<file path="src/hw/rtl/thfd_pkg.sv">
// Package for the temperature and humidity frame decoder.
// Holds the decoded-frame type shared by the front end, the queue and the back end.
// No dependencies.
`default_nettype none

package thfd_pkg;

	localparam int unsigned RAW_W = 16;
	localparam int unsigned TEMP_W = 15;
	localparam int unsigned HUMID_W = 14;

	typedef struct packed {
		logic [RAW_W-1:0] temp_raw;
		logic [RAW_W-1:0] humid_raw;
		logic             crc_ok;
	} frame_t;

endpackage

`default_nettype wire

</file>
<file path="src/hw/rtl/thfd_front.sv">
// Front end of the frame decoder: accepts received bytes, tracks frame position and checks CRCs.
// Pushes one decoded frame per sixth byte into the queue. Depends on thfd_pkg.
`default_nettype none

module thfd_front (
	input  wire logic           clk,
	input  wire logic           arst_n,
	input  wire logic           in_valid,
	input  wire logic           in_stall,
	input  wire logic [7:0]     rx_byte,
	input  wire logic           frame_first,
	output logic                push_valid,
	output thfd_pkg::frame_t    push_frame
);
	import thfd_pkg::*;

	localparam logic [7:0] CRC_POLY = 8'h31;
	localparam logic [7:0] CRC_INIT = 8'hFF;

	localparam logic [2:0] POS_TEMP_HI  = 3'd0;
	localparam logic [2:0] POS_TEMP_LO  = 3'd1;
	localparam logic [2:0] POS_TEMP_CRC = 3'd2;
	localparam logic [2:0] POS_HUM_HI   = 3'd3;
	localparam logic [2:0] POS_HUM_LO   = 3'd4;
	localparam logic [2:0] POS_HUM_CRC  = 3'd5;

	function automatic logic [7:0] crc8_byte(input logic [7:0] crc, input logic [7:0] data);
		logic [7:0] c;
		c = crc ^ data;
		for (int i = 0; i < 8; i++) begin
			c = c[7] ? ({c[6:0], 1'b0} ^ CRC_POLY) : {c[6:0], 1'b0};
		end
		return c;
	endfunction

	logic [2:0] pos_q;
	logic [7:0] crc_q;
	logic [7:0] temp_hi_q;
	logic [7:0] temp_lo_q;
	logic [7:0] humid_hi_q;
	logic [7:0] humid_lo_q;
	logic       temp_ok_q;

	logic       accept;
	logic [2:0] pos_eff;

	assign accept  = in_valid && !in_stall;
	assign pos_eff = frame_first ? POS_TEMP_HI : pos_q;

	assign push_valid           = accept && (pos_eff == POS_HUM_CRC);
	assign push_frame.temp_raw  = {temp_hi_q, temp_lo_q};
	assign push_frame.humid_raw = {humid_hi_q, humid_lo_q};
	assign push_frame.crc_ok    = temp_ok_q && (rx_byte == crc_q);

	always_ff @(posedge clk or negedge arst_n) begin
		if (!arst_n) begin
			pos_q      <= POS_TEMP_HI;
			crc_q      <= CRC_INIT;
			temp_hi_q  <= '0;
			temp_lo_q  <= '0;
			humid_hi_q <= '0;
			humid_lo_q <= '0;
			temp_ok_q  <= 1'b0;
		end else if (accept) begin
			pos_q <= (pos_eff == POS_HUM_CRC) ? POS_TEMP_HI : pos_eff + 3'd1;
			unique case (pos_eff)
				POS_TEMP_HI: begin
					temp_hi_q <= rx_byte;
					crc_q     <= crc8_byte(CRC_INIT, rx_byte);
				end
				POS_TEMP_LO: begin
					temp_lo_q <= rx_byte;
					crc_q     <= crc8_byte(crc_q, rx_byte);
				end
				POS_TEMP_CRC: begin
					temp_ok_q <= (rx_byte == crc_q);
					crc_q     <= CRC_INIT;
				end
				POS_HUM_HI: begin
					humid_hi_q <= rx_byte;
					crc_q      <= crc8_byte(CRC_INIT, rx_byte);
				end
				POS_HUM_LO: begin
					humid_lo_q <= rx_byte;
					crc_q      <= crc8_byte(crc_q, rx_byte);
				end
				POS_HUM_CRC: begin
					crc_q <= CRC_INIT;
				end
				default: begin
					crc_q <= CRC_INIT;
				end
			endcase
		end
	end

endmodule

`default_nettype wire

</file>
<file path="src/hw/rtl/thfd_queue.sv">
// Small FIFO of decoded frames between the front end and the back end.
// Depends on thfd_pkg.
`default_nettype none

module thfd_queue #(
	parameter int unsigned DEPTH = 2
) (
	input  wire logic             clk,
	input  wire logic             arst_n,
	input  wire logic             push_valid,
	input  wire thfd_pkg::frame_t push_frame,
	output logic                  full,
	output logic                  pop_valid,
	input  wire logic             pop_stall,
	output thfd_pkg::frame_t      pop_frame
);
	import thfd_pkg::*;

	localparam int unsigned PTR_W = (DEPTH > 1) ? $clog2(DEPTH) : 1;
	localparam int unsigned CNT_W = $clog2(DEPTH + 1);

	frame_t           mem_q [DEPTH];
	logic [PTR_W-1:0] wr_ptr_q;
	logic [PTR_W-1:0] rd_ptr_q;
	logic [CNT_W-1:0] count_q;

	logic do_push;
	logic do_pop;

	assign full      = (count_q == CNT_W'(DEPTH));
	assign pop_valid = (count_q != '0);
	assign pop_frame = mem_q[rd_ptr_q];
	assign do_push   = push_valid && !full;
	assign do_pop    = pop_valid && !pop_stall;

	always_ff @(posedge clk) begin
		if (do_push) begin
			mem_q[wr_ptr_q] <= push_frame;
		end
	end

	always_ff @(posedge clk or negedge arst_n) begin
		if (!arst_n) begin
			wr_ptr_q <= '0;
			rd_ptr_q <= '0;
			count_q  <= '0;
		end else begin
			if (do_push) begin
				wr_ptr_q <= (wr_ptr_q == PTR_W'(DEPTH - 1)) ? '0 : wr_ptr_q + 1'b1;
			end
			if (do_pop) begin
				rd_ptr_q <= (rd_ptr_q == PTR_W'(DEPTH - 1)) ? '0 : rd_ptr_q + 1'b1;
			end
			if (do_push && !do_pop) begin
				count_q <= count_q + 1'b1;
			end else if (do_pop && !do_push) begin
				count_q <= count_q - 1'b1;
			end
		end
	end

endmodule

`default_nettype wire

</file>
<file path="src/hw/rtl/thfd_back.sv">
// Back end of the frame decoder: scales raw words to hundredths with rounding.
// Two stages: multiply, then divide by 65535 and offset. Depends on thfd_pkg.
`default_nettype none

module thfd_back (
	input  wire logic                          clk,
	input  wire logic                          arst_n,
	input  wire logic                          pop_valid,
	output logic                               pop_stall,
	input  wire thfd_pkg::frame_t              pop_frame,
	output logic                               out_valid,
	input  wire logic                          out_stall,
	output logic signed [thfd_pkg::TEMP_W-1:0] temp_centi,
	output logic [thfd_pkg::HUMID_W-1:0]       humid_centi,
	output logic                               crc_ok
);
	import thfd_pkg::*;

	localparam int unsigned TN_W = 31;
	localparam int unsigned HN_W = 30;
	localparam logic [TN_W-1:0] TEMP_SPAN   = 31'd17500;
	localparam logic [HN_W-1:0] HUMID_SPAN  = 30'd10000;
	localparam logic [TEMP_W-1:0] TEMP_OFFSET = 15'd4500;
	localparam logic [16:0]       RAW_FULL    = 17'd65535;

	logic            en;
	logic            valid_s1;
	logic            ok_s1;
	logic [TN_W-1:0] tnum_s1;
	logic [HN_W-1:0] hnum_s1;

	logic [TEMP_W-1:0]  tq0;
	logic [16:0]        trem;
	logic [TEMP_W-1:0]  tq;
	logic [HUMID_W-1:0] hq0;
	logic [16:0]        hrem;
	logic [HUMID_W-1:0] hq;

	logic                      out_valid_q;
	logic signed [TEMP_W-1:0]  temp_q;
	logic [HUMID_W-1:0]        humid_q;
	logic                      ok_q;

	assign en        = !out_valid_q || !out_stall;
	assign pop_stall = !en;

	// A value below 2^31 divided by 65535: quotient estimate from the high half,
	// then one correction since the remainder stays below twice the divisor.
	assign tq0  = tnum_s1[30:16];
	assign trem = {1'b0, tnum_s1[15:0]} + 17'(tq0);
	assign tq   = tq0 + TEMP_W'(trem >= RAW_FULL);
	assign hq0  = hnum_s1[29:16];
	assign hrem = {1'b0, hnum_s1[15:0]} + 17'(hq0);
	assign hq   = hq0 + HUMID_W'(hrem >= RAW_FULL);

	always_ff @(posedge clk) begin
		if (en) begin
			tnum_s1 <= TN_W'(pop_frame.temp_raw) * TEMP_SPAN + TN_W'(32767);
			hnum_s1 <= HN_W'(pop_frame.humid_raw) * HUMID_SPAN + HN_W'(32767);
			ok_s1   <= pop_frame.crc_ok;
			temp_q  <= ok_s1 ? $signed(tq - TEMP_OFFSET) : '0;
			humid_q <= ok_s1 ? hq : '0;
			ok_q    <= ok_s1;
		end
	end

	always_ff @(posedge clk or negedge arst_n) begin
		if (!arst_n) begin
			valid_s1    <= 1'b0;
			out_valid_q <= 1'b0;
		end else if (en) begin
			valid_s1    <= pop_valid;
			out_valid_q <= valid_s1;
		end
	end

	assign out_valid   = out_valid_q;
	assign temp_centi  = temp_q;
	assign humid_centi = humid_q;
	assign crc_ok      = ok_q;

endmodule

`default_nettype wire

</file>
<file path="src/hw/rtl/temp_humidity_frame_decoder.sv">
// Top level of the temperature and humidity frame decoder.
// Instantiates thfd_front, thfd_queue and thfd_back; depends on thfd_pkg.
//
// The block takes one received byte per clock while in_stall is low, and emits one word per
// six-byte frame, carrying temperature in hundredths of a degree, humidity in hundredths of a
// percent and a checksum flag. The unrolled CRC-8 step in the front end is what allows that byte
// rate. A frame's last byte writes the frame into the queue; from there it passes through the
// multiply stage into the output register, where the word becomes valid. The queue holds
// QUEUE_DEPTH frames, so the input stalls only once that many frames wait behind a stalled output.
`default_nettype none

module temp_humidity_frame_decoder #(
	parameter int unsigned QUEUE_DEPTH = 2
) (
	input  wire logic                          clk,
	input  wire logic                          arst_n,
	input  wire logic                          in_valid,
	output logic                               in_stall,
	input  wire logic [7:0]                    rx_byte,
	input  wire logic                          frame_first,
	output logic                               out_valid,
	input  wire logic                          out_stall,
	output logic signed [thfd_pkg::TEMP_W-1:0] temp_centi,
	output logic [thfd_pkg::HUMID_W-1:0]       humid_centi,
	output logic                               crc_ok
);
	import thfd_pkg::*;

	logic   push_valid;
	frame_t push_frame;
	logic   q_full;
	logic   pop_valid;
	logic   pop_stall;
	frame_t pop_frame;

	assign in_stall = q_full;

	thfd_front u_front (
		.clk         (clk),
		.arst_n      (arst_n),
		.in_valid    (in_valid),
		.in_stall    (in_stall),
		.rx_byte     (rx_byte),
		.frame_first (frame_first),
		.push_valid  (push_valid),
		.push_frame  (push_frame)
	);

	thfd_queue #(
		.DEPTH (QUEUE_DEPTH)
	) u_queue (
		.clk        (clk),
		.arst_n     (arst_n),
		.push_valid (push_valid),
		.push_frame (push_frame),
		.full       (q_full),
		.pop_valid  (pop_valid),
		.pop_stall  (pop_stall),
		.pop_frame  (pop_frame)
	);

	thfd_back u_back (
		.clk         (clk),
		.arst_n      (arst_n),
		.pop_valid   (pop_valid),
		.pop_stall   (pop_stall),
		.pop_frame   (pop_frame),
		.out_valid   (out_valid),
		.out_stall   (out_stall),
		.temp_centi  (temp_centi),
		.humid_centi (humid_centi),
		.crc_ok      (crc_ok)
	);

	a_no_overflow: assert property (@(posedge clk) disable iff (!arst_n)
		push_valid |-> !q_full)
		else $error("Frame pushed into a full queue.");

	a_fail_zero: assert property (@(posedge clk) disable iff (!arst_n)
		(out_valid && !crc_ok) |-> (temp_centi == '0 && humid_centi == '0))
		else $error("Nonzero values with a failed checksum.");

	a_humid_range: assert property (@(posedge clk) disable iff (!arst_n)
		out_valid |-> (humid_centi <= HUMID_W'(10000)))
		else $error("Humidity out of range.");

	a_temp_range: assert property (@(posedge clk) disable iff (!arst_n)
		out_valid |-> (temp_centi >= -TEMP_W'(4500) && temp_centi <= TEMP_W'(13000)))
		else $error("Temperature out of range.");

endmodule

`default_nettype wire

</file>
<file path="config.mk">
export PLATFORM = sky130hd
export DESIGN_NAME = temp_humidity_frame_decoder
export DESIGN_NICKNAME = d
export VERILOG_FILES = /design/src/hw/rtl/thfd_pkg.sv /design/src/hw/rtl/thfd_front.sv /design/src/hw/rtl/thfd_queue.sv /design/src/hw/rtl/thfd_back.sv /design/src/hw/rtl/temp_humidity_frame_decoder.sv
export SDC_FILE = /design/constraint.sdc
export NUM_CORES = 1
export LEC_CHECK = 0
export BUFFER_PORTS_ARGS = -buffer_cell sky130_fd_sc_hd__clkbuf_2
export CAP_MARGIN = 20
export CORE_MARGIN = 2
export CORE_UTILIZATION = 45
export DETAILED_ROUTE_END_ITERATION = 8
export PLACE_DENSITY = 0.69
export SYNTH_ARGS = -nofsm -noshare
export SYNTH_HDL_FRONTEND = slang
export SYNTH_SLANG_ARGS = --single-unit
</file>
<file path="constraint.sdc">
create_clock -name clk -period 10.3 [get_ports clk]
set_clock_uncertainty 0.15 [all_clocks]
set_input_delay 0.515 -clock clk [delete_from_list [all_inputs] [get_ports clk]]
set_output_delay 0.515 -clock clk [all_outputs]
set_load 0.02 [all_outputs]
</file>
# [Word level (Yosys, flattened, before mapping)]
# Memory sizes are Yosys's and may differ from the RTL's.
# Cells that the tools add are included.
# W data, S select, Z words.
[word_totals] register_bits=142 ramBits=66 in_bits=13 output_inout_bits=32 elab_cells=108 mem_count=1
[mem_list] memory="u_queue.mem_q" depth=2 width=33 read_ports=1 rd_clocked_by_memory_dff=0 write_ports=1 line="thfd_queue.sv:22" text="frame_t mem_q [DEPTH];"
[op_classes] addsub=12 multipliers=2 magnitude_cmp=2 eq_ne=7 mux=25 bitwise_logic=18 n_reduce_logical=23
[ops] operator="$mux W6" n=16
[ops] operator="$not A3 Y3" n=16
[ops] operator="$ge A17 B16 Y1 const B" n=2
[ops] operator="$add A31 B15 Y31 const B" n=1
[ops] operator="$add A30 B15 Y30 const B" n=1
[ops] operator="$mul A16 B13 Y29 const B" n=1
[ops] operator="$mul A16 B10 Y26 const B" n=1
[ops] operator="$add A16 B14 Y17" n=1
[ops] operator="$add A16 B15 Y17" n=1
[ops] operator="$pmux W8 S2" n=1
[ops] operator="$add A15 B1 Y15" n=1
[ops] operator="$sub A15 B13 Y15 const B" n=1
[ops] operator="$add A14 B1 Y14" n=1
[ops] operator="$reduce_and A2 Y1" n=5
[ops] operator="$eq A8 B8 Y1" n=1
[ops] operator="$not A8 Y8" n=1
[ops] operator="$xor A8 B8 Y8" n=1
[ops] operator="$logic_and A1 B1 Y1" n=7
[ops] operator="$eq A3 B2 Y1 const B" n=2
[ops] operator="$eq A3 B3 Y1 const B" n=2
[ops] operator="$mux W3" n=2
[ops] operator="$logic_not A1 Y1" n=5
[ops] operator="$mux W1" n=4
[ops] operator="$mux W2" n=2
[ops] operator="other kinds (10)" n=13

# [Logic depth before layout (Yosys ltp)]
# Gate-level depths: netlist (run 1).
[logic_depth] ltp_word=18 ltp_mapped=24 mapped_depth_nobuf=21

# [Modules after synthesis]
# From an unflattened synthesis (run 1), not the netlist that was laid out.
[unflattened] cells_unflattened=1553 hier_area_um2=16886.2
[by_module_without_submodules] module="thfd_back" n_inst=1 cells_per_inst=1250 area_per_inst_um2=11840.1 seq_area_each_um2=2632.5
[by_module_without_submodules] module="thfd_queue" n_inst=1 cells_per_inst=122 area_per_inst_um2=2736.4 seq_area_each_um2=2082.0
[by_module_without_submodules] module="thfd_front" n_inst=1 cells_per_inst=181 area_per_inst_um2=2309.7 seq_area_each_um2=1111.1

# [Worst setup path before layout (run 1)]
# No wires, ideal clock.
[synth_path] path_kind="register to register" startpoint="reg u_queue.rd_ptr_q" endpoint="reg u_back.tnum_s1[29], data pin" setup_ns=0.268 arrival_time_ns=6.099 required_time_ns=9.882 setup_slack_ns=3.784 stages_incl_launch_ff=25 n_path_buf=3 synth_period_minus_slack_ns=6.516 path_cell_list="dfrtp_1 > clkbuf_1 > clkbuf_1 > mux2i_1 > inv_1 > ha_1 > inv_1 > fa_1 > inv_1 > ha_1 > fa_1 > inv_1 > fa_1 > inv_1 > ha_1 > and4_1 > buf_6 > and3_1 > a32o_2 > o31a_2 > nor2_1 > xnor2_1 > nand4_2 > nor4_2 > xor2_1"
[synth_via] elab_chain_len=3
[synth_rtl] item="start: declaration" line="thfd_queue.sv:24" text="logic [PTR_W-1:0] rd_ptr_q;"
[synth_rtl] item="start signal: assignment" line="thfd_queue.sv:52" text="rd_ptr_q <= (rd_ptr_q == PTR_W'(DEPTH - 1)) ? '0 : rd_ptr_q + 1'b1;"
[synth_rtl] item="$mem_v2 Z2 W33"
[synth_rtl] item="$mul A16 B13 Y29" line="thfd_back.sv:58" text="tnum_s1 <= TN_W'(pop_frame.temp_raw) * TEMP_SPAN + TN_W'(32767);"
[synth_rtl] item="$add A31 B15 Y31" line="thfd_back.sv:58"
[synth_rtl] item="end signal: assignment" line="thfd_back.sv:58"
[synth_rtl] item="end: declaration" line="thfd_back.sv:29" text="logic [TN_W-1:0] tnum_s1;"
# No other way between the ends.
# A chain may end at the register's enable or synchronous reset.

# [Worst setup path after layout (run 1)]
[layout_path] startpoint="reg u_queue.rd_ptr_q" endpoint="reg u_back.tnum_s1[28], data pin"
# Same word-level chain as after synthesis.

==> results_dict.tcl, run 1 <==
set metrics [dict create \
    status "completed" \
    vias 11460 \
    holdPathStages 3 \
    antenna_cells 0 \
    avgSynthCellArea_sq_um 10.51 \
    setup_tns_ns 0 \
    postRouteAntennaNets 0 \
    drt-initial-drc-count 602 \
    worst-path-buf-inv 6 \
    wl_per_cell_microns 15.21 \
    drive_above_1_share_pct 10.80 \
    reg2regPathDepth 22 \
    async_reset_ff_share_pct 24.75 \
    start_util_pct 45.57 \
    grt_start_max_net_pins 56 \
    synth_area_sq_um 17080 \
    clkSinkCount 202 \
    worstPathCellList "buf_4, mux2i_1, inv_1, ha_1, inv_1, fa_1, inv_1, ha_1, fa_1, inv_1, fa_1, inv_1, ha_1, a21oi_1, o21ai_1, a2111oi_0, o21ai_0, o211ai_1, xnor2_1, or3b_1, nor3_1, xor2_1" \
    first_pass_iters 5 \
    setup_viol 0 \
    fmax_ghz 0.1370 \
    rr_startpoint "u_queue.rd_ptr_q$_DFFE_PN0P_" \
    cts_resized 0 \
    crit_start "u_queue.rd_ptr_q$_DFFE_PN0P_" \
    finalCritPeriodShare_pct 70.87 \
    cts_buffers 24 \
    arrival_ns 7.38 \
    syn_nets 1925 \
    gp_congestion 0.9561 \
    die_h_microns 198.8 \
    rsz0062_at_grt "false" \
    synthTopCellsByArea "edfxtp_1, ha_1, fa_1" \
    io_buffers 44 \
    slew_headroom_pct 27.36 \
    worst_path_max_delay_cell "dfrtp_1" \
    fp.dieW_microns 198.8 \
    cp_common_cell "inv_1" \
    grt_usage_pct 17.56 \
    die_area_sq_um 39540 \
    synth_flop_cell "edfxtp_1" \
    hold_start "out_stall" \
    overflow 0 \
    ctsHoldBuffers 1 \
    ys_seq_area_share_pct 34.10 \
    setup.worst_path.class "reg2reg" \
    finalHoldViolCount 0 \
    final_nets 1957 \
    synth.top_cell.area_share_pct 26.72 \
    grt_pass1_vias 11470 \
    clk_pin_slew_ns 0.06 \
    cp_data_required_time_ns 10.38 \
    worstSetupEndpointType "flop" \
    synth_edf_count 152 \
    crit_fanout 18 \
    syn2layout_area_growth_pct 8.950 \
    antenna_found_initial 0 \
    ys_types 92 \
    drv_cap 0 \
    yosys_warnings 0 \
    crit_path_max_incr_delay_ns 0.90 \
    postCtsSetupRepairBufs 0 \
    num_rows 71 \
    yosysMostFrequentCell "inv_1" \
    routed_via_density 5.241 \
    drv_slew 0 \
    ff2ff_setup_slack_ns 3.00 \
    core_area_sq_um 37490 \
    hpwlAfterDp_microns 26200 \
    grt_first_pass_wirelength_microns 56360 \
    clockBufferDepth 3 \
    syn_inst 1626 \
    path_delay_family "adder cells" \
    period_needed_ns 7.299 \
    startpoint_type "flop" \
    synth_common_cells "inv_1, ha_1, edfxtp_1, xnor2_1, nor2_1" \
    worst-slew-pin-transition_ns 1.059 \
    clock-root-buffer "clkbuf_16" \
    io_pins 45 \
    drc 0 \
    wirelength_microns 33270 \
    yosys.area.top_type "edfxtp_1" \
    cts_tree "built" \
    worstHoldPathType "in2reg" \
    htreeDepth 1 \
    clock_latency_ns 0.53 \
    ys_ff_latch 202 \
    path_depth 22 \
]
-- cells in the final DEF (no fill, tap or decap), types with 25 or more instances in the layout --
cell	n
a21oi_1	63
and2_1	33
clkbuf_16	25
clkbuf_2	44
dfrtp_1	42
edfxtp_1	152
fa_1	80
ha_1	206
inv_1	223
mux2_2	47
nand2_1	57
nand3_1	42
nor2_1	81
nor3_1	30
o21ai_0	55
xnor2_1	100
xor2_1	57
-- worst register-to-register path, delay by kind of cell, from the launching register on --
family | cells | cell delay (ns)
xor gates and xnor gates | 2 | 0.32
muxes | 1 | 0.41
AOI/OAI and AO/OA | 5 | 1.20
and+or+nand+nor | 2 | 0.62
buffers and inverters | 6 | 0.86
DFF | 1 | 0.90
adders and majority gates | 6 | 2.57
-- area by class of cell --
| class | count | area, sq um |
|---|---|---|
| sequential | 202 | 5826 |
| multi-input combinational | 1155 | 10220 |
| tap | 511 | 639.4 |
| clock buffer | 31 | 648.1 |
| inverter | 224 | 840.8 |
| fill | 3399 | 18880 |
| timing repair buffer | 51 | 275.3 |
| clock inverter | 13 | 166.4 |
-- per-stage QoR --
stage / instances / cell area [sq um] / utilization, % / hold slack [ns] / setup WS, ns
final: 2187 / 18610 / 49.65 / 0.1026 / 3.001
after detailed placement: 2142 / 17790 / 47.45 / 0.2994 / 3.016
after CTS: 2187 / 18610 / 49.65 / 0.08788 / 3.009
after global placement: 2142 / 17790 / 47.45 / 0.2941 / 3.171
after global routing: 2187 / 18610 / 49.65 / 0.09660 / 2.395
after floorplan: 1626 / 17080 / - / 0.06941 / 3.784
-- state kept, by name, summed over array words and instances, names as in the netlist --
register            flops
u_queue.mem_q          66
u_back.humid_centi     14
u_back.crc_ok           1
u_back.ok_s1            1
u_front.pos_q           3
u_back.valid_s1         1
u_front.humid_hi_q      8
u_back.tnum_s1         29
u_back.temp_centi      15
u_front.temp_hi_q       8
u_front.temp_lo_q       8
u_front.temp_ok_q       1
u_queue.wr_ptr_q        1
u_front.humid_lo_q      8
u_front.crc_q           8
u_queue.count_q         2
u_back.out_valid        1
u_back.hnum_s1         26
u_queue.rd_ptr_q        1
-- routing by layer --
| metal | track usage, % | up-vias | part of all wire, % |
|---|---|---|---|
| li1 | - | 5776 | - |
| met1 | 24.38 | 5486 | 49 |
| met2 | 29.53 | 156 | 46 |
| met3 | 2.085 | 43 | 2.8 |
| met4 | 3.842 | 0 | 2.0 |
| met5 | 0 | - | 0 |
-- path summary, 6_finish.rpt --
path                                                     to
min in group asynchronous  u_front.temp_lo_q[7]$_DFFE_PN0P_
min reg2reg                  u_queue.mem_q[1][23]$_DFFE_PP_
max in group asynchronous  u_front.temp_lo_q[3]$_DFFE_PN0P_
max                            u_back.tnum_s1[28]$_DFFE_PN_
max reg2reg                    u_back.tnum_s1[28]$_DFFE_PN_
min                             u_back.valid_s1$_DFFE_PN0N_
-- cells by family (layout without fill, tap and decap cells) --
group                      count (synthesis)  in the layout  share of synthesized area (%)
adders and majority gates                286            286                          24.46
and+or+nand+nor                          377            377                          11.87
xor gates and xnor gates                 157            157                          8.050
buffers and inverters                    269            319                          6.152
muxes                                     69             69                          4.387
AOI/OAI and AO/OA                        266            266                          10.98
DFF                                      202            202                          34.10
Power of run 1 is left out: the tool's default activity adds up to more than one toggle a clock period on the data nets, which glitch-free logic cannot reach.
==> inputs of run 2 (changes only) <==
--- a/config.mk
+++ b/config.mk
@@ -10,7 +10,7 @@
 export CORE_MARGIN = 2
 export CORE_UTILIZATION = 45
 export DETAILED_ROUTE_END_ITERATION = 8
-export PLACE_DENSITY = 0.69
+export PLACE_DENSITY = 0.71
 export SYNTH_ARGS = -nofsm -noshare
 export SYNTH_HDL_FRONTEND = slang
 export SYNTH_SLANG_ARGS = --single-unit
==> constraint.sdc (replaced) <==
create_clock -name clk -period 6 [get_ports clk]
set_clock_uncertainty 0.15 [all_clocks]
set_input_delay 0.3 -clock clk [delete_from_list [all_inputs] [get_ports clk]]
set_output_delay 0.3 -clock clk [all_outputs]
set_load 0.02 [all_outputs]
==> run 2 against run 1 <==
  * First-iteration DRC count is 2.2% lower
  * Hold slack worse by 0.059 ns
  * Non-clock buffer count rose by 135
  * Cell count grew 6.1%
  * Critical path depth stayed put
  * Final area rose by 10%
  * Die area unchanged
  * Global-route usage rose by 0.55 points
  * Count of clock-buffer cells in the layout decreased by 3
==> results_dict.tcl, run 2 (synthesis gave the netlist of run 1 again) <==
set metrics [dict create \
    path_depth 22 \
    cts_tree "built" \
    grt_first_pass_wirelength_microns 58530 \
    finalHoldViolCount 0 \
    drc 0 \
    status "completed" \
    die_h_microns 198.8 \
    crit_path_max_incr_delay_ns 0.54 \
    worst-slew-pin-transition_ns 0.9827 \
    drv_cap 0 \
    die_area_sq_um 39540 \
    drv_slew 0 \
    num_rows 71 \
    timing.rr.end "u_back.tnum_s1[25]$_DFFE_PN_" \
    slew_headroom_pct 33.98 \
    clock-root-buffer "clkbuf_16" \
    reg2regPathDepth 22 \
    layout_commonest_cell "inv_1" \
    worst-path-buf-inv 6 \
    core_area_sq_um 37490 \
    cts_buffers 23 \
    cp_data_required_time_ns 6.11 \
    period_needed_ns 5.908 \
    worstSetupEndpointType "flop" \
    rsz0062_at_grt "true" \
    drive_above_1_share_pct 23.16 \
    postRouteAntennaNets 0 \
    path_delay_family "adder cells" \
    fp.dieW_microns 198.8 \
    antenna_cells 0 \
    vias 12280 \
    holdPathEnd "u_front.pos_q[0]$_DFFE_PN0P_" \
    wirelength_microns 36510 \
    clkSinkCount 202 \
    overflow 0 \
    regMostFlops "u_queue.mem_q" \
    fill_cells 3174 \
    ff2ff_setup_slack_ns 0.09 \
    clockBufferDepth 3 \
    setup.worst_path.class "reg2reg" \
    fmax_ghz 0.1693 \
    drt-initial-drc-count 589 \
    worst_path_max_delay_cell "fa_1" \
    clk_pin_slew_ns 0.06 \
    first_pass_iters 5 \
    arrival_ns 6.02 \
    setup_tns_ns 0 \
    io_buffers 44 \
    antenna_found_initial 0 \
    htreeDepth 1 \
    startpoint_type "flop" \
    grt_usage_pct 18.12 \
    grt_pass1_vias 12100 \
    syn2layout_area_growth_pct 19.98 \
    rr_startpoint "u_queue.rd_ptr_q$_DFFE_PN0P_" \
    crit_fanout 7 \
    routed_via_density 5.294 \
    setup_viol 0 \
    largestRegisters "u_queue.mem_q: 66 flops, u_back.tnum_s1: 29 flops, u_back.hnum_s1: 26 flops" \
    io_pins 45 \
    largest_register_ffs 66 \
    layout_common_cells "inv_1, ha_1, edfxtp_1" \
    hpwlAfterDp_microns 27200 \
    wl_per_cell_microns 15.74 \
    hold_start "frame_first" \
    worstHoldPathType "in2reg" \
    gp_congestion 0.9201 \
    clock_latency_ns 0.54 \
    final_nets 2091 \
    start_util_pct 45.57 \
    grt_start_max_net_pins 87 \
    holdPathStages 3 \
    worstPathCellList "buf_12, mux2_4, ha_4, fa_1, ha_4, fa_1, inv_1, fa_1, inv_2, ha_4, a211oi_4, o21ai_4, buf_6, a21oi_4, o2111a_1, a41oi_2, a2111oi_4, buf_4, nand4_4, buf_6, nor2_4, xnor2_1" \
    finalCritPeriodShare_pct 98.46 \
]
## run 2: per-layer routing
metal	routed length, microns	global-route usage [%]	vias up
met2	17650	31.05	255
met3	1317	2.035	66
met4	988	5.307	0
met1	16550	24.19	5915
li1	-	-	6046
met5	0	0	-
## run 2: stage by stage
step	setup slack [ns]	utilization (%)	hold WS, ns	instances	area (sq um)
floorplan	0.01427	-	-0.1456	1626	17180
global placement	-0.04301	49.76	0.2936	2249	18650
detailed placement	-0.1612	49.76	0.3029	2249	18650
CTS	-0.01640	52.13	0.01508	2297	19540
global route	-0.1919	54.67	0.07223	2320	20500
finish	0.09233	54.67	0.04311	2320	20500
## run 2: worst max path at each step
stage / endpoint / slack [ns] / startpoint
2_1_floorplan: u_back.tnum_s1[29]$_DFFE_PN_ / 0.01 / u_queue.rd_ptr_q$_DFFE_PN0P_
3_3_place_gp: u_back.hnum_s1[28]$_DFFE_PN_ / -0.04 / u_queue.rd_ptr_q$_DFFE_PN0P_
3_5_place_dp: u_back.hnum_s1[28]$_DFFE_PN_ / -0.16 / u_queue.rd_ptr_q$_DFFE_PN0P_
4_1_cts: u_back.hnum_s1[28]$_DFFE_PN_ / -0.02 / u_queue.rd_ptr_q$_DFFE_PN0P_
5_1_grt: u_back.tnum_s1[24]$_DFFE_PN_ / -0.19 / u_queue.rd_ptr_q$_DFFE_PN0P_
6_report: u_back.tnum_s1[25]$_DFFE_PN_ / 0.09 / u_queue.rd_ptr_q$_DFFE_PN0P_
## run 2: cell type report
| class | instances | area [sq um] | area share, % |
|---|---|---|---|
| clock buffers | 28 | 614.3 | 2.997 |
| clock inverters | 14 | 146.4 | 0.7142 |
| inverters | 224 | 840.8 | 4.102 |
| multi-input cells | 1155 | 11030 | 53.84 |
| flip-flops and latches | 202 | 5827 | 28.43 |
| well taps | 511 | 639.4 | 3.119 |
| repair buffers | 186 | 1394 | 6.801 |
## run 2: worst min-delay path: cells and delay by family
| family | cells | cell delay, ns |
|---|---|---|
| AO/OA/AOI/OAI | 1 | 0.15 |
| buffers and inverters | 1 | 0.15 |
| AND/OR/NAND/NOR | 1 | 0.09 |
## run 2: repair_timing
action / in CTS / in global routing
gates cloned: 0 / 2
pin swaps: 7 / 54
gates resized for setup: 18 / 139
endpoints found under the hold margin: 50 / 0
setup buffers: 1 / 20
hold buffers: 5 / 0
endpoints found under the setup margin: 17 / 28
Power of run 2 is left out for the same reason.
==> inputs of run 3 (changes only) <==
--- a/config.mk
+++ b/config.mk
@@ -8,9 +8,10 @@
 export BUFFER_PORTS_ARGS = -buffer_cell sky130_fd_sc_hd__clkbuf_2
 export CAP_MARGIN = 20
 export CORE_MARGIN = 2
-export CORE_UTILIZATION = 45
+export CORE_UTILIZATION = 56
 export DETAILED_ROUTE_END_ITERATION = 8
-export PLACE_DENSITY = 0.71
+export PLACE_DENSITY = 0.84
+export RECOVER_POWER = 25
 export SYNTH_ARGS = -nofsm -noshare
 export SYNTH_HDL_FRONTEND = slang
 export SYNTH_SLANG_ARGS = --single-unit
==> constraint.sdc (replaced) <==
create_clock -name clk -period 6 [get_ports clk]
set_clock_uncertainty 0.15 [all_clocks]
set_input_delay 0.3 -clock clk [delete_from_list [all_inputs] [get_ports clk]]
set_output_delay 0.3 -clock clk [all_outputs]
set_load 0.05 [all_outputs]
==> run 3 against run 2 <==
  * The run now ends with max-capacitance violations, max-slew violations, negative setup slack left
  * First-iteration DRC count up 130%
  * Hold slack better by 0.0054 ns
  * Utilization up 15 points
  * Via count up 8.4%
  * Critical path depth down 3
  * Wire length up 20%
  * Cell count down 4.8%
  * Sequential share of layout area down 0.29 points
  * Critical path type unchanged
  * Largest cell class unchanged
==> results_dict.tcl, run 3 (synthesis gave the netlist of run 1 again) <==
set metrics [dict create \
    status "finished, violations left" \
    violations "max-capacitance violations, max-slew violations, negative setup slack" \
    clockBufferDepth 3 \
    drc 0 \
    arrival_ns 6.16 \
    layout_commonest_cell "inv_1" \
    cts_buffers 22 \
    finalHoldViolCount 0 \
    routed_via_density 6.028 \
    timing.rr.end "u_back.tnum_s1[29]$_DFFE_PN_" \
    htreeDepth 1 \
    reg2regPathDepth 19 \
    largest_register_ffs 66 \
    core_area_sq_um 29870 \
    period_needed_ns 6.065 \
    ff2ff_setup_slack_ns -0.07 \
    io_buffers 44 \
    vias 13310 \
    antenna_cells 0 \
    postRouteAntennaNets 0 \
    slew_headroom_pct -73.48 \
    final_nets 2101 \
    finalCritPeriodShare_pct 101.1 \
    start_util_pct 57.18 \
    syn2layout_area_growth_pct 21.20 \
    grt_pass1_vias 12330 \
    fp.dieW_microns 178.7 \
    fmax_ghz 0.1649 \
    io_pins 45 \
    startpoint_type "flop" \
    setup.worst_path.class "reg2reg" \
    die_h_microns 178.7 \
    cts_tree "built" \
    cp_data_required_time_ns 6.10 \
    rr_startpoint "u_queue.rd_ptr_q$_DFFE_PN0P_" \
    drive_above_1_share_pct 25.36 \
    clk_pin_slew_ns 0.06 \
    first_pass_iters 6 \
    grt_start_max_net_pins 86 \
    holdPathEnd "u_front.temp_hi_q[1]$_DFFE_PN0P_" \
    drv_cap 1 \
    dpl_cell_area_sq_um 18460 \
    grt_first_pass_wirelength_microns 60230 \
    worstHoldPathType "in2reg" \
    setup_ws_ns -0.06542 \
    worst-slew-pin-transition_ns 2.602 \
    clock-root-buffer "clkbuf_16" \
    overflow 0 \
    setup_viol 5 \
    stdcell_area_sq_um 20700 \
    holdPathStages 2 \
    hold_start "rx_byte[1]" \
    die_area_sq_um 31920 \
    antenna_found_initial 0 \
    crit_fanout 7 \
    hpwlAfterDp_microns 26900 \
    regMostFlops "u_queue.mem_q" \
    clock_latency_ns 0.53 \
    grt_usage_pct 23.27 \
    num_rows 63 \
    gp_congestion 0.9347 \
    drt-initial-drc-count 1348 \
    rsz0062_at_grt "true" \
    clkSinkCount 202 \
    wl_per_cell_microns 19.92 \
    worstSetupEndpointType "flop" \
    layout_common_cells "inv_1, ha_1, edfxtp_1" \
    drv_slew 51 \
    largestRegisters "u_queue.mem_q: 66 flops, u_back.tnum_s1: 29 flops, u_back.hnum_s1: 26 flops" \
    wirelength_microns 43990 \
]
-- run 3: cell count changes in the layout (fill, tap and decap cells not counted), sizes merged --
| cell | delta |
|---|---|
| buf | +12 |
| bufinv | +1 |
| clkbuf | -1 |
| clkinv | +1 |
| clkinvlp | -1 |
| dlygate4sd3 | -2 |
| inv | -1 |
-- run 3: worst max path at each step --
stage	startpoint	end	slack [ns]	cells after the start
6_report	u_queue.rd_ptr_q$_DFFE_PN0P_	u_back.tnum_s1[29]$_DFFE_PN_	-0.07	19
2_1_floorplan	u_queue.rd_ptr_q$_DFFE_PN0P_	u_back.tnum_s1[29]$_DFFE_PN_	0.01	24
5_1_grt	u_queue.rd_ptr_q$_DFFE_PN0P_	u_back.tnum_s1[29]$_DFFE_PN_	-0.25	21
3_3_place_gp	u_queue.rd_ptr_q$_DFFE_PN0P_	u_back.hnum_s1[28]$_DFFE_PN_	-0.11	19
3_5_place_dp	u_queue.rd_ptr_q$_DFFE_PN0P_	u_back.hnum_s1[28]$_DFFE_PN_	-0.21	24
4_1_cts	u_queue.rd_ptr_q$_DFFE_PN0P_	u_back.tnum_s1[25]$_DFFE_PN_	0.003	20
-- run 3: stage by stage --
stage	setup WS (ns)	instances	util, %	setup TNS (ns)	hold slack [ns]
after global placement	-0.1079	2121	61.80	-0.5176	0.2812
after CTS	0.002590	2173	65.36	0	0.01888
after floorplan	0.01427	1626	-	0	-0.1456
after detailed placement	-0.2061	2121	61.80	-1.368	0.2862
after global routing	-0.2477	2208	69.31	-2.518	0.05196
final	-0.06542	2208	69.31	-0.1398	0.04850
-- run 3: layer usage --
| layer | track usage [%] | wire (microns) | part of all wire (%) | up-vias |
|---|---|---|---|---|
| li1 | - | - | - | 6063 |
| met2 | 40.54 | 22090 | 50 | 687 |
| met4 | 7.453 | 2529 | 5.7 | 0 |
| met3 | 2.545 | 2626 | 6.0 | 234 |
| met1 | 30.45 | 16740 | 38 | 6325 |
| met5 | 0 | 0 | 0 | - |
-- run 3: area by class of cell --
| cell class | instances | area [sq um] |
|---|---|---|
| clock buffers | 26 | 565.5 |
| clock inverters | 14 | 165.2 |
| fillers | 1927 | 9170 |
| inverters | 224 | 840.8 |
| multi-input cells | 1155 | 11330 |
| flip-flops and latches | 202 | 5827 |
| well taps | 390 | 488.0 |
| repair buffers | 197 | 1486 |
-- run 3: worst max-delay path, cell delays in order (launching register included) --
cell	delay (ns)
dfrtp_2	0.44
buf_12	0.16
buf_4	0.16
mux2_4	0.39
ha_4	0.27
fa_1	0.50
ha_1	0.32
ha_1	0.31
fa_2	0.59
inv_2	0.07
fa_2	0.39
nand2b_4	0.18
a21oi_4	0.16
o211a_4	0.23
a41o_1	0.25
o2111ai_4	0.14
a2111oi_4	0.39
nand4_2	0.23
nor4_2	0.35
xor2_1	0.10
-- run 3: what timing repair did --
| item | CTS | global route |
|---|---|---|
| hold endpoints to repair | 46 | 0 |
| setup buffers | 8 | 33 |
| hold buffers | 3 | 0 |
| resized for setup | 45 | 161 |
| pin swaps | 12 | 76 |
| gates cloned | 1 | 2 |
| setup endpoints to repair | 18 | 26 |
Power of run 3 is left out for the same reason.
